--- config.mk ---
export PLATFORM = sky130hd
export DESIGN_NAME = hsl_to_rgb_converter
export DESIGN_NICKNAME = d
export VERILOG_FILES = /design/src/design/hsl2rgb_pkg.sv /design/src/design/hsl_to_rgb_converter.sv /design/src/design/hsl2rgb_front.sv /design/src/design/hsl2rgb_ramp.sv /design/src/design/hsl2rgb_scale.sv
export VERILOG_INCLUDE_DIRS = /design/src /design/src/design
export SDC_FILE = /design/constraint.sdc
export NUM_CORES = 2
export LEC_CHECK = 0
export ABC_AREA = 1
export ABC_CLOCK_PERIOD_IN_PS = 7370
export BUFFER_PORTS_ARGS = -buffer_cell sky130_fd_sc_hd__buf_4
export CORE_UTILIZATION = 67
export CTS_CLUSTER_DIAMETER = 120
export DETAILED_ROUTE_END_ITERATION = 10
export GPL_ROUTABILITY_DRIVEN = 0
export PLACE_DENSITY_LB_ADDON = 0.25
export SLEW_MARGIN = 20
export SYNTH_ARGS = -nofsm -noshare
export SYNTH_HDL_FRONTEND = slang
export SYNTH_SLANG_ARGS = --single-unit
--- constraint.sdc ---
create_clock -name clk -period 7.37 [get_ports clk]
set_input_delay 0 -clock clk [delete_from_list [all_inputs] [get_ports clk]]
set_output_delay 0 -clock clk [all_outputs]
set_load 0.05 [all_outputs]
--- src/design/hsl_to_rgb_converter_defines.svh ---
`ifndef HSL_TO_RGB_CONVERTER_DEFINES_SVH
`define HSL_TO_RGB_CONVERTER_DEFINES_SVH

// Checks sample on clk and sleep while rst_n is low.
`define HSL2RGB_ASSERT(label, prop, msg) \
    label: assert property (@(posedge clk) disable iff (!rst_n) prop) else $error(msg);

`define HSL2RGB_ASSERT_NEXT(label, pre, post, msg) \
    label: assert property (@(posedge clk) disable iff (!rst_n) (pre) |=> (post)) else $error(msg);

`endif

--- src/design/hsl2rgb_pkg.sv ---
`timescale 1ns / 1ps

package hsl2rgb_pkg;

    localparam int H_W   = 9;
    localparam int C_W   = 8;
    localparam int V_W   = 16;
    localparam int L2_W  = 17;
    localparam int F_W   = 6;
    localparam int N_W   = 22;
    localparam int CH_N  = 3;
    localparam int Q_W   = 9;

    localparam int CH_RED   = 0;
    localparam int CH_GREEN = 1;
    localparam int CH_BLUE  = 2;

    localparam int HUE_WRAP      = 360;
    localparam int HUE_THIRD     = 120;
    localparam int HUE_TWO_THIRD = 240;
    localparam int RAMP_SPAN     = 60;
    localparam int RAMP_HOLD_END = 180;
    localparam int RAMP_FALL_END = 240;

    localparam int FULL       = 255;
    localparam int TWO_FULL   = 2 * FULL;
    localparam int VV_FULL    = FULL * FULL;
    localparam int LIGHT_HALF = 127;

    localparam int N_MAX      = VV_FULL * RAMP_SPAN;
    localparam int OUT_DIV    = FULL * RAMP_SPAN;
    localparam int ROUND_BIAS = OUT_DIV / 2;
    localparam int X_MAX      = N_MAX + ROUND_BIAS;

    // floor(x / OUT_DIV) as (x * K) >> SHIFT; exact for x < 2**N_W
    localparam int RECIP_SHIFT = 36;
    localparam int RECIP_W     = 23;
    localparam int P_W         = N_W + RECIP_W;
    localparam longint unsigned RECIP_FULL =
        ((64'd1 << RECIP_SHIFT) + 64'(OUT_DIV) - 64'd1) / 64'(OUT_DIV);
    localparam logic [RECIP_W-1:0] RECIP_K = RECIP_FULL[RECIP_W-1:0];

    typedef struct packed {
        logic [H_W-1:0] hue_deg;
        logic [C_W-1:0] saturation;
        logic [C_W-1:0] lightness;
    } pixel_hsl_t;

    typedef struct packed {
        logic [C_W-1:0] red;
        logic [C_W-1:0] green;
        logic [C_W-1:0] blue;
    } pixel_rgb_t;

    typedef struct packed {
        logic [H_W-1:0] hue;
        logic           lower_half;
        logic [C_W-1:0] lightness;
        logic [V_W-1:0] prod;
    } front_a_t;

    typedef struct packed {
        logic [V_W-1:0]             v1;
        logic [V_W-1:0]             span;
        logic [CH_N-1:0][F_W-1:0]   frac;
    } ramp_op_t;

    typedef struct packed {
        logic [N_W-1:0]             base;
        logic [CH_N-1:0][N_W-1:0]   rise;
    } ramp_mid_t;

    typedef struct packed {
        logic [CH_N-1:0][N_W-1:0]   num;
    } scale_op_t;

    // weight of (v2 - v1) at channel angle t, in sixtieths
    function automatic logic [F_W-1:0] ramp_frac(input logic [H_W-1:0] t);
        logic [F_W-1:0] f;
        if (t < H_W'(RAMP_SPAN))
            f = t[F_W-1:0];
        else if (t < H_W'(RAMP_HOLD_END))
            f = F_W'(RAMP_SPAN);
        else if (t < H_W'(RAMP_FALL_END))
            f = F_W'(H_W'(RAMP_FALL_END) - t);
        else
            f = '0;
        return f;
    endfunction

endpackage

--- src/design/hsl_to_rgb_converter.sv ---
// HSL to RGB pixel converter. Takes one pixel per clock while pixel_stall is
// low and moves it through stages: hue reduce and v2 product, v1/v2 and ramp
// weights, per-channel ramp multiply, rounding add, reciprocal divide into the
// output register. Every stage has its own valid bit and moves when the stage
// after it is empty or draining, so empty slots close up under rgb_stall and
// pixel_stall rises only when all five stages hold a pixel.
`timescale 1ns / 1ps
`include "hsl_to_rgb_converter_defines.svh"

module hsl_to_rgb_converter import hsl2rgb_pkg::*;
(
    input  logic       clk,
    input  logic       rst_n,
    input  logic       pixel_valid,
    output logic       pixel_stall,
    input  pixel_hsl_t pixel,
    output logic       rgb_valid,
    input  logic       rgb_stall,
    output pixel_rgb_t rgb
);

    logic      front_ready;
    logic      ramp_valid;
    logic      ramp_ready;
    ramp_op_t  ramp_data;
    logic      scale_valid;
    logic      scale_ready;
    scale_op_t scale_data;

    hsl2rgb_front u_front
    (
        .clk       (clk),
        .rst_n     (rst_n),
        .in_valid  (pixel_valid),
        .in_ready  (front_ready),
        .in_data   (pixel),
        .out_valid (ramp_valid),
        .out_ready (ramp_ready),
        .out_data  (ramp_data)
    );

    hsl2rgb_ramp u_ramp
    (
        .clk       (clk),
        .rst_n     (rst_n),
        .in_valid  (ramp_valid),
        .in_ready  (ramp_ready),
        .in_data   (ramp_data),
        .out_valid (scale_valid),
        .out_ready (scale_ready),
        .out_data  (scale_data)
    );

    hsl2rgb_scale u_scale
    (
        .clk       (clk),
        .rst_n     (rst_n),
        .in_valid  (scale_valid),
        .in_ready  (scale_ready),
        .in_data   (scale_data),
        .out_valid (rgb_valid),
        .out_ready (!rgb_stall),
        .out_data  (rgb)
    );

    assign pixel_stall = !front_ready;

    `HSL2RGB_ASSERT(a_drain_open, !rgb_valid |-> !pixel_stall, "input stalled with an empty output register")
    `HSL2RGB_ASSERT_NEXT(a_reset_clear, !rgb_valid && !scale_valid && !ramp_valid, !rgb_valid, "output beat without a beat behind it")

endmodule

--- src/design/hsl2rgb_front.sv ---
`timescale 1ns / 1ps
`include "hsl_to_rgb_converter_defines.svh"

module hsl2rgb_front import hsl2rgb_pkg::*;
(
    input  logic       clk,
    input  logic       rst_n,
    input  logic       in_valid,
    output logic       in_ready,
    input  pixel_hsl_t in_data,
    output logic       out_valid,
    input  logic       out_ready,
    output ramp_op_t   out_data
);

    logic     a_valid_reg;
    logic     b_valid_reg;
    front_a_t a_reg;
    front_a_t a_next;
    ramp_op_t b_reg;
    ramp_op_t b_next;
    logic     a_ready;
    logic     b_ready;

    logic [C_W-1:0]     mul_a;
    logic [H_W-1:0]     mul_b;
    logic [L2_W-1:0]    prod_wide;
    logic [V_W-1:0]     v2;
    logic [L2_W-1:0]    l2_scaled;
    logic [H_W-1:0]     ang_red;
    logic [H_W-1:0]     ang_blue;
    logic [H_W:0]       sum_red;
    logic [H_W:0]       sum_blue;

    assign b_ready  = !b_valid_reg || out_ready;
    assign a_ready  = !a_valid_reg || b_ready;
    assign in_ready = a_ready;

    // stage A: hue reduce, v2 partial product
    always_comb
    begin
        a_next.lower_half = (in_data.lightness <= C_W'(LIGHT_HALF));
        a_next.lightness  = in_data.lightness;
        if (in_data.hue_deg >= H_W'(HUE_WRAP))
            a_next.hue = in_data.hue_deg - H_W'(HUE_WRAP);
        else
            a_next.hue = in_data.hue_deg;
        if (a_next.lower_half)
        begin
            mul_a = in_data.lightness;
            mul_b = H_W'(FULL) + H_W'(in_data.saturation);
        end
        else
        begin
            mul_a = C_W'(FULL) - in_data.lightness;
            mul_b = H_W'(FULL) - H_W'(in_data.saturation);
        end
        prod_wide   = L2_W'(mul_a) * L2_W'(mul_b);
        a_next.prod = prod_wide[V_W-1:0];
    end

    // stage B: v1, v2 - v1, ramp weights per channel
    always_comb
    begin
        if (a_reg.lower_half)
            v2 = a_reg.prod;
        else
            v2 = V_W'(L2_W'(VV_FULL) - L2_W'(a_reg.prod));
        l2_scaled = L2_W'(a_reg.lightness) * L2_W'(TWO_FULL);
        b_next.v1   = V_W'(l2_scaled - L2_W'(v2));
        b_next.span = v2 - b_next.v1;

        sum_red  = (H_W + 1)'(a_reg.hue) + (H_W + 1)'(HUE_THIRD);
        sum_blue = (H_W + 1)'(a_reg.hue) + (H_W + 1)'(HUE_TWO_THIRD);
        if (sum_red >= (H_W + 1)'(HUE_WRAP))
            ang_red = H_W'(sum_red - (H_W + 1)'(HUE_WRAP));
        else
            ang_red = sum_red[H_W-1:0];
        if (sum_blue >= (H_W + 1)'(HUE_WRAP))
            ang_blue = H_W'(sum_blue - (H_W + 1)'(HUE_WRAP));
        else
            ang_blue = sum_blue[H_W-1:0];

        b_next.frac[CH_RED]   = ramp_frac(ang_red);
        b_next.frac[CH_GREEN] = ramp_frac(a_reg.hue);
        b_next.frac[CH_BLUE]  = ramp_frac(ang_blue);
    end

    always_ff @(posedge clk or negedge rst_n)
    begin
        if (!rst_n)
        begin
            a_valid_reg <= 1'b0;
            b_valid_reg <= 1'b0;
        end
        else
        begin
            if (a_ready)
                a_valid_reg <= in_valid;
            if (b_ready)
                b_valid_reg <= a_valid_reg;
        end
    end

    always_ff @(posedge clk)
    begin
        if (a_ready && in_valid)
            a_reg <= a_next;
        if (b_ready && a_valid_reg)
            b_reg <= b_next;
    end

    assign out_valid = b_valid_reg;
    assign out_data  = b_reg;

    `HSL2RGB_ASSERT(a_v_order, b_valid_reg |-> ((L2_W'(b_reg.v1) + L2_W'(b_reg.span)) <= L2_W'(VV_FULL)), "v1/v2 out of order or above full scale")

endmodule

--- src/design/hsl2rgb_ramp.sv ---
`timescale 1ns / 1ps
`include "hsl_to_rgb_converter_defines.svh"

module hsl2rgb_ramp import hsl2rgb_pkg::*;
(
    input  logic      clk,
    input  logic      rst_n,
    input  logic      in_valid,
    output logic      in_ready,
    input  ramp_op_t  in_data,
    output logic      out_valid,
    input  logic      out_ready,
    output scale_op_t out_data
);

    logic      c_valid_reg;
    logic      d_valid_reg;
    ramp_mid_t c_reg;
    ramp_mid_t c_next;
    scale_op_t d_reg;
    scale_op_t d_next;
    logic      c_ready;
    logic      d_ready;

    assign d_ready  = !d_valid_reg || out_ready;
    assign c_ready  = !c_valid_reg || d_ready;
    assign in_ready = c_ready;

    // stage C: v1 * 60 base, one span multiply per channel
    always_comb
    begin
        c_next.base = N_W'(in_data.v1) * N_W'(RAMP_SPAN);
        for (int k = 0; k < CH_N; k++)
            c_next.rise[k] = N_W'(in_data.span) * N_W'(in_data.frac[k]);
    end

    // stage D: ramp value plus rounding bias
    always_comb
    begin
        for (int k = 0; k < CH_N; k++)
            d_next.num[k] = c_reg.base + c_reg.rise[k] + N_W'(ROUND_BIAS);
    end

    always_ff @(posedge clk or negedge rst_n)
    begin
        if (!rst_n)
        begin
            c_valid_reg <= 1'b0;
            d_valid_reg <= 1'b0;
        end
        else
        begin
            if (c_ready)
                c_valid_reg <= in_valid;
            if (d_ready)
                d_valid_reg <= c_valid_reg;
        end
    end

    always_ff @(posedge clk)
    begin
        if (c_ready && in_valid)
            c_reg <= c_next;
        if (d_ready && c_valid_reg)
            d_reg <= d_next;
    end

    assign out_valid = d_valid_reg;
    assign out_data  = d_reg;

    `HSL2RGB_ASSERT(a_num_range, d_valid_reg |-> (d_reg.num[CH_RED] <= N_W'(X_MAX) && d_reg.num[CH_GREEN] <= N_W'(X_MAX) && d_reg.num[CH_BLUE] <= N_W'(X_MAX)), "ramp value above full scale")

endmodule

--- src/design/hsl2rgb_scale.sv ---
`timescale 1ns / 1ps

module hsl2rgb_scale import hsl2rgb_pkg::*;
(
    input  logic       clk,
    input  logic       rst_n,
    input  logic       in_valid,
    output logic       in_ready,
    input  scale_op_t  in_data,
    output logic       out_valid,
    input  logic       out_ready,
    output pixel_rgb_t out_data
);

    logic                    valid_reg;
    pixel_rgb_t              rgb_reg;
    pixel_rgb_t              rgb_next;
    logic [CH_N-1:0][C_W-1:0] chan;
    logic [P_W-1:0]          prod [CH_N];
    logic [Q_W-1:0]          quot [CH_N];

    assign in_ready = !valid_reg || out_ready;

    // divide by 255*60 through the reciprocal, saturate to a byte
    always_comb
    begin
        for (int k = 0; k < CH_N; k++)
        begin
            prod[k] = P_W'(in_data.num[k]) * P_W'(RECIP_K);
            quot[k] = prod[k][RECIP_SHIFT +: Q_W];
            if (quot[k] > Q_W'(FULL))
                chan[k] = C_W'(FULL);
            else
                chan[k] = quot[k][C_W-1:0];
        end
        rgb_next.red   = chan[CH_RED];
        rgb_next.green = chan[CH_GREEN];
        rgb_next.blue  = chan[CH_BLUE];
    end

    always_ff @(posedge clk or negedge rst_n)
    begin
        if (!rst_n)
            valid_reg <= 1'b0;
        else if (in_ready)
            valid_reg <= in_valid;
    end

    always_ff @(posedge clk)
    begin
        if (in_ready && in_valid)
            rgb_reg <= rgb_next;
    end

    assign out_valid = valid_reg;
    assign out_data  = rgb_reg;

endmodule

==> results by group <==
Status
  – Outcome: completed

Drt
  – Final WL: 108 mm
  – Detailed-route DRC error count: 0
  – Starting DRT DRC Count: 2310
  – DR WL/cell: 16.4 µm
  – Vias/cell: 5.59
  – Routed Antenna Nets: 0
  – Via count: 36800
  – Total iterations of the first detailed-routing run: 6

Place
  – Post-DP HPWL: 92.0 mm
  – I/O Buffers: 54

Synth
  – Most used DFF post-synth: sky130_fd_sc_hd__edfxtp_1
  – Fraction of registers with async set or reset after synthesis: 1.94%
  – Post-synthesis register bit count: 258
  – Mapped Avg Cell Area: 8.78 µm²
  – Number of library cell types mapped by synthesis: 56
  – Register area share after synthesis: 15.9%
  – Number of synthesis warnings: 0
  – Cell count after synthesis: 5514
  – Number of flops mapped to enable cells by yosys: 253
  – Netlist area before placement: 48400 µm²

Timing
  – Crit share post-route: 84.2%
  – Final count of negative-setup-slack endpoints: 0
  – Setup total negative slack: 0 ps
  – Count of final hold-check violations: 0
  – Tmin final: 6200 ps
  – Remaining max-slew budget at the tightest pin: 32.1%
  – Unrepaired setup endpoints after global routing: false
  – Slew at the pin closest to its max-slew limit: 1020 ps
  – Clock skew: 35.5 ps
  – Max Clk Rate: 161 MHz
  – Slew Limit Fails: 0

Layout
  – Top library cells by usage in the layout, fill and taps aside: sky130_fd_sc_hd__inv_1, sky130_fd_sc_hd__nand2_1, sky130_fd_sc_hd__ha_1
  – Layout Nets: 7173
  – Diodes inserted: 0
  – Fraction of final layout cells sized beyond drive strength 1: 2.97%
  – Fill count: 5457
  – Synthesis-to-layout area growth: 5.99%
  – Most common cell after layout, fill and taps aside: sky130_fd_sc_hd__inv_1
  – Max reg flops: 83

Clocking
  – Resized cells post-CTS: 0
  – Total clock buffers created by CTS: 34
  – Clock Latency Late Sink: 580 ps
  – Count of clock tree sinks: 258
  – H-Tree Depth: 2
  – Root buffer cell: sky130_fd_sc_hd__clkbuf_16
  – Post CTS Setup Buffer Count: 0
  – CTS max path bufs: 3
  – TritonCTS clock tree: done
  – Worst-path clk slew: 60 ps

Floorplanning
  – Number of top-level pins: 55
  – Die Y: 271 µm
  – Starting density of the core: 67.7%
  – Overall die area: 73400 µm²
  – Core area: 71500 µm²
  – Row count: 98
  – Die extent in x: 271 µm

Global routing
  – Initial antenna violation count: 0
  – Pin count of the biggest net entering global routing: 84
  – Remaining global-route overflow: 0
  – Via count of the first global-routing pass: 37900
  – Overall track demand over capacity in global routing: 30.2%
  – Wire length of the first global-routing pass: 181 mm

Setup path
  – Type of element launching the critical path: register
  – Master of the slowest instance on the critical path: sky130_fd_sc_hd__fa_1
  – Number of cells on the worst reg-to-reg path: 31
  – Sort of element at the end of the critical path: register
  – Start-to-end type of the worst setup path: register to register
  – Data required time of the critical path: 7700 ps
  – CP arrival: 6530 ps
  – Most common cell type on the critical path: sky130_fd_sc_hd__nand2_1
  – Highest net fanout along the worst path: 6
  – Largest incremental delay on the critical path: 540 ps

Job
  – Maximum Capacitance Violations: 0

Hold path
  – Number of cells on the worst hold path: 2
  – Path class of the lowest-slack min-delay path: input port to register
==> final timing paths <==
kind / startpoint / end / slack (ps)
worst max register to register: u_front.a_reg[17] / u_front.out_data[33] / 1170
max in group asynchronous: rst_n / u_ramp.out_valid / 6820
worst min register to register: u_ramp.c_valid_reg / u_ramp.out_valid / 480
worst max-delay path: u_front.a_reg[17] / u_front.out_data[33] / 1170
worst min-delay path: pixel[1] / u_front.a_reg[17] / 180
min in group asynchronous: rst_n / u_front.out_valid / 360
==> synthesized netlist by cell type, drive strengths merged, types with 25 or more instances <==
master	number	share of area (%)
nor2	319	2.5
nand2	984	7.8
o21ai	173	1.8
xor2	155	2.8
a31oi	42	0.54
fa	591	24
xnor2	74	1.3
nor3	31	0.32
nand4	33	0.43
edfxtp	253	16
o21bai	25	0.39
inv	1172	9.1
clkbuf	50	0.39
a21oi	328	3.4
nand3	160	1.7
a21o	31	0.48
ha	946	24
==> cells by family (layout without fill, tap and decap cells) <==
kind of cell	count (synthesis)	in the layout	share of synthesized area [%]
flops	258	258	15.9
fa+ha+maj	1537	1537	48.9
other cells	2	25	0.0155
buf+inv	1227	1322	9.55
simple gates	1582	1582	13.5
compound gates	679	679	7.93
xor+xnor	229	229	4.16
==> per-layer routing <==
| layer | global-route usage, % | routed length, µm | vias to the layer above | share of wire [%] |
|---|---|---|---|---|
| met5 | 0 | 0 | - | 0 |
| met2 | 52.4 | 52800 | 1099 | 49 |
| met4 | 8.19 | 2570 | 0 | 2.4 |
| met1 | 39.4 | 46000 | 17600 | 43 |
| met3 | 4.40 | 6670 | 198 | 6.2 |
| li1 | - | - | 17900 | - |
==> cell type report <==
cell class,instances,area (µm²),share of cell area [%]
multi-input combinational,4052,36200,70.5
timing repair buffer,88,748,1.46
inverter,1173,4400,8.58
tap,950,1190,2.32
clock buffer,37,862,1.68
clock inverter,24,210,0.410
sequential,258,7720,15.0
==> worst max-delay path: cells and delay by family (launching register included) <==
| kind | cells | cell delay [ps] |
|---|---|---|
| adder cells (fa/ha/maj) | 7 | 3020 |
| AND/OR/NAND/NOR | 14 | 1260 |
| AO/OA/AOI/OAI | 3 | 540 |
| flip-flops | 1 | 490 |
| buffers and inverters | 6 | 380 |
| XOR/XNOR | 1 | 260 |
==> what timing repair did <==
item                                   CTS  global route
endpoints found under the hold margin   29             0
hold buffers                            27             0
setup endpoints to repair                0             0
==> through the flow <==
step	cell area [µm²]	cells	setup slack, ps	hold slack [ps]	util (%)
finish	51300	6582	1170	175	71.8
global route	51300	6582	675	163	71.8
CTS	51300	6581	1230	144	71.8
detailed placement	50000	6493	1270	-196	69.9
global placement	50000	6493	1410	-195	69.9
floorplan	48500	5537	1750	-296	-
Power is left out: the tool's default activity adds up to more than one toggle a clock period on the data nets, which glitch-free logic cannot reach.
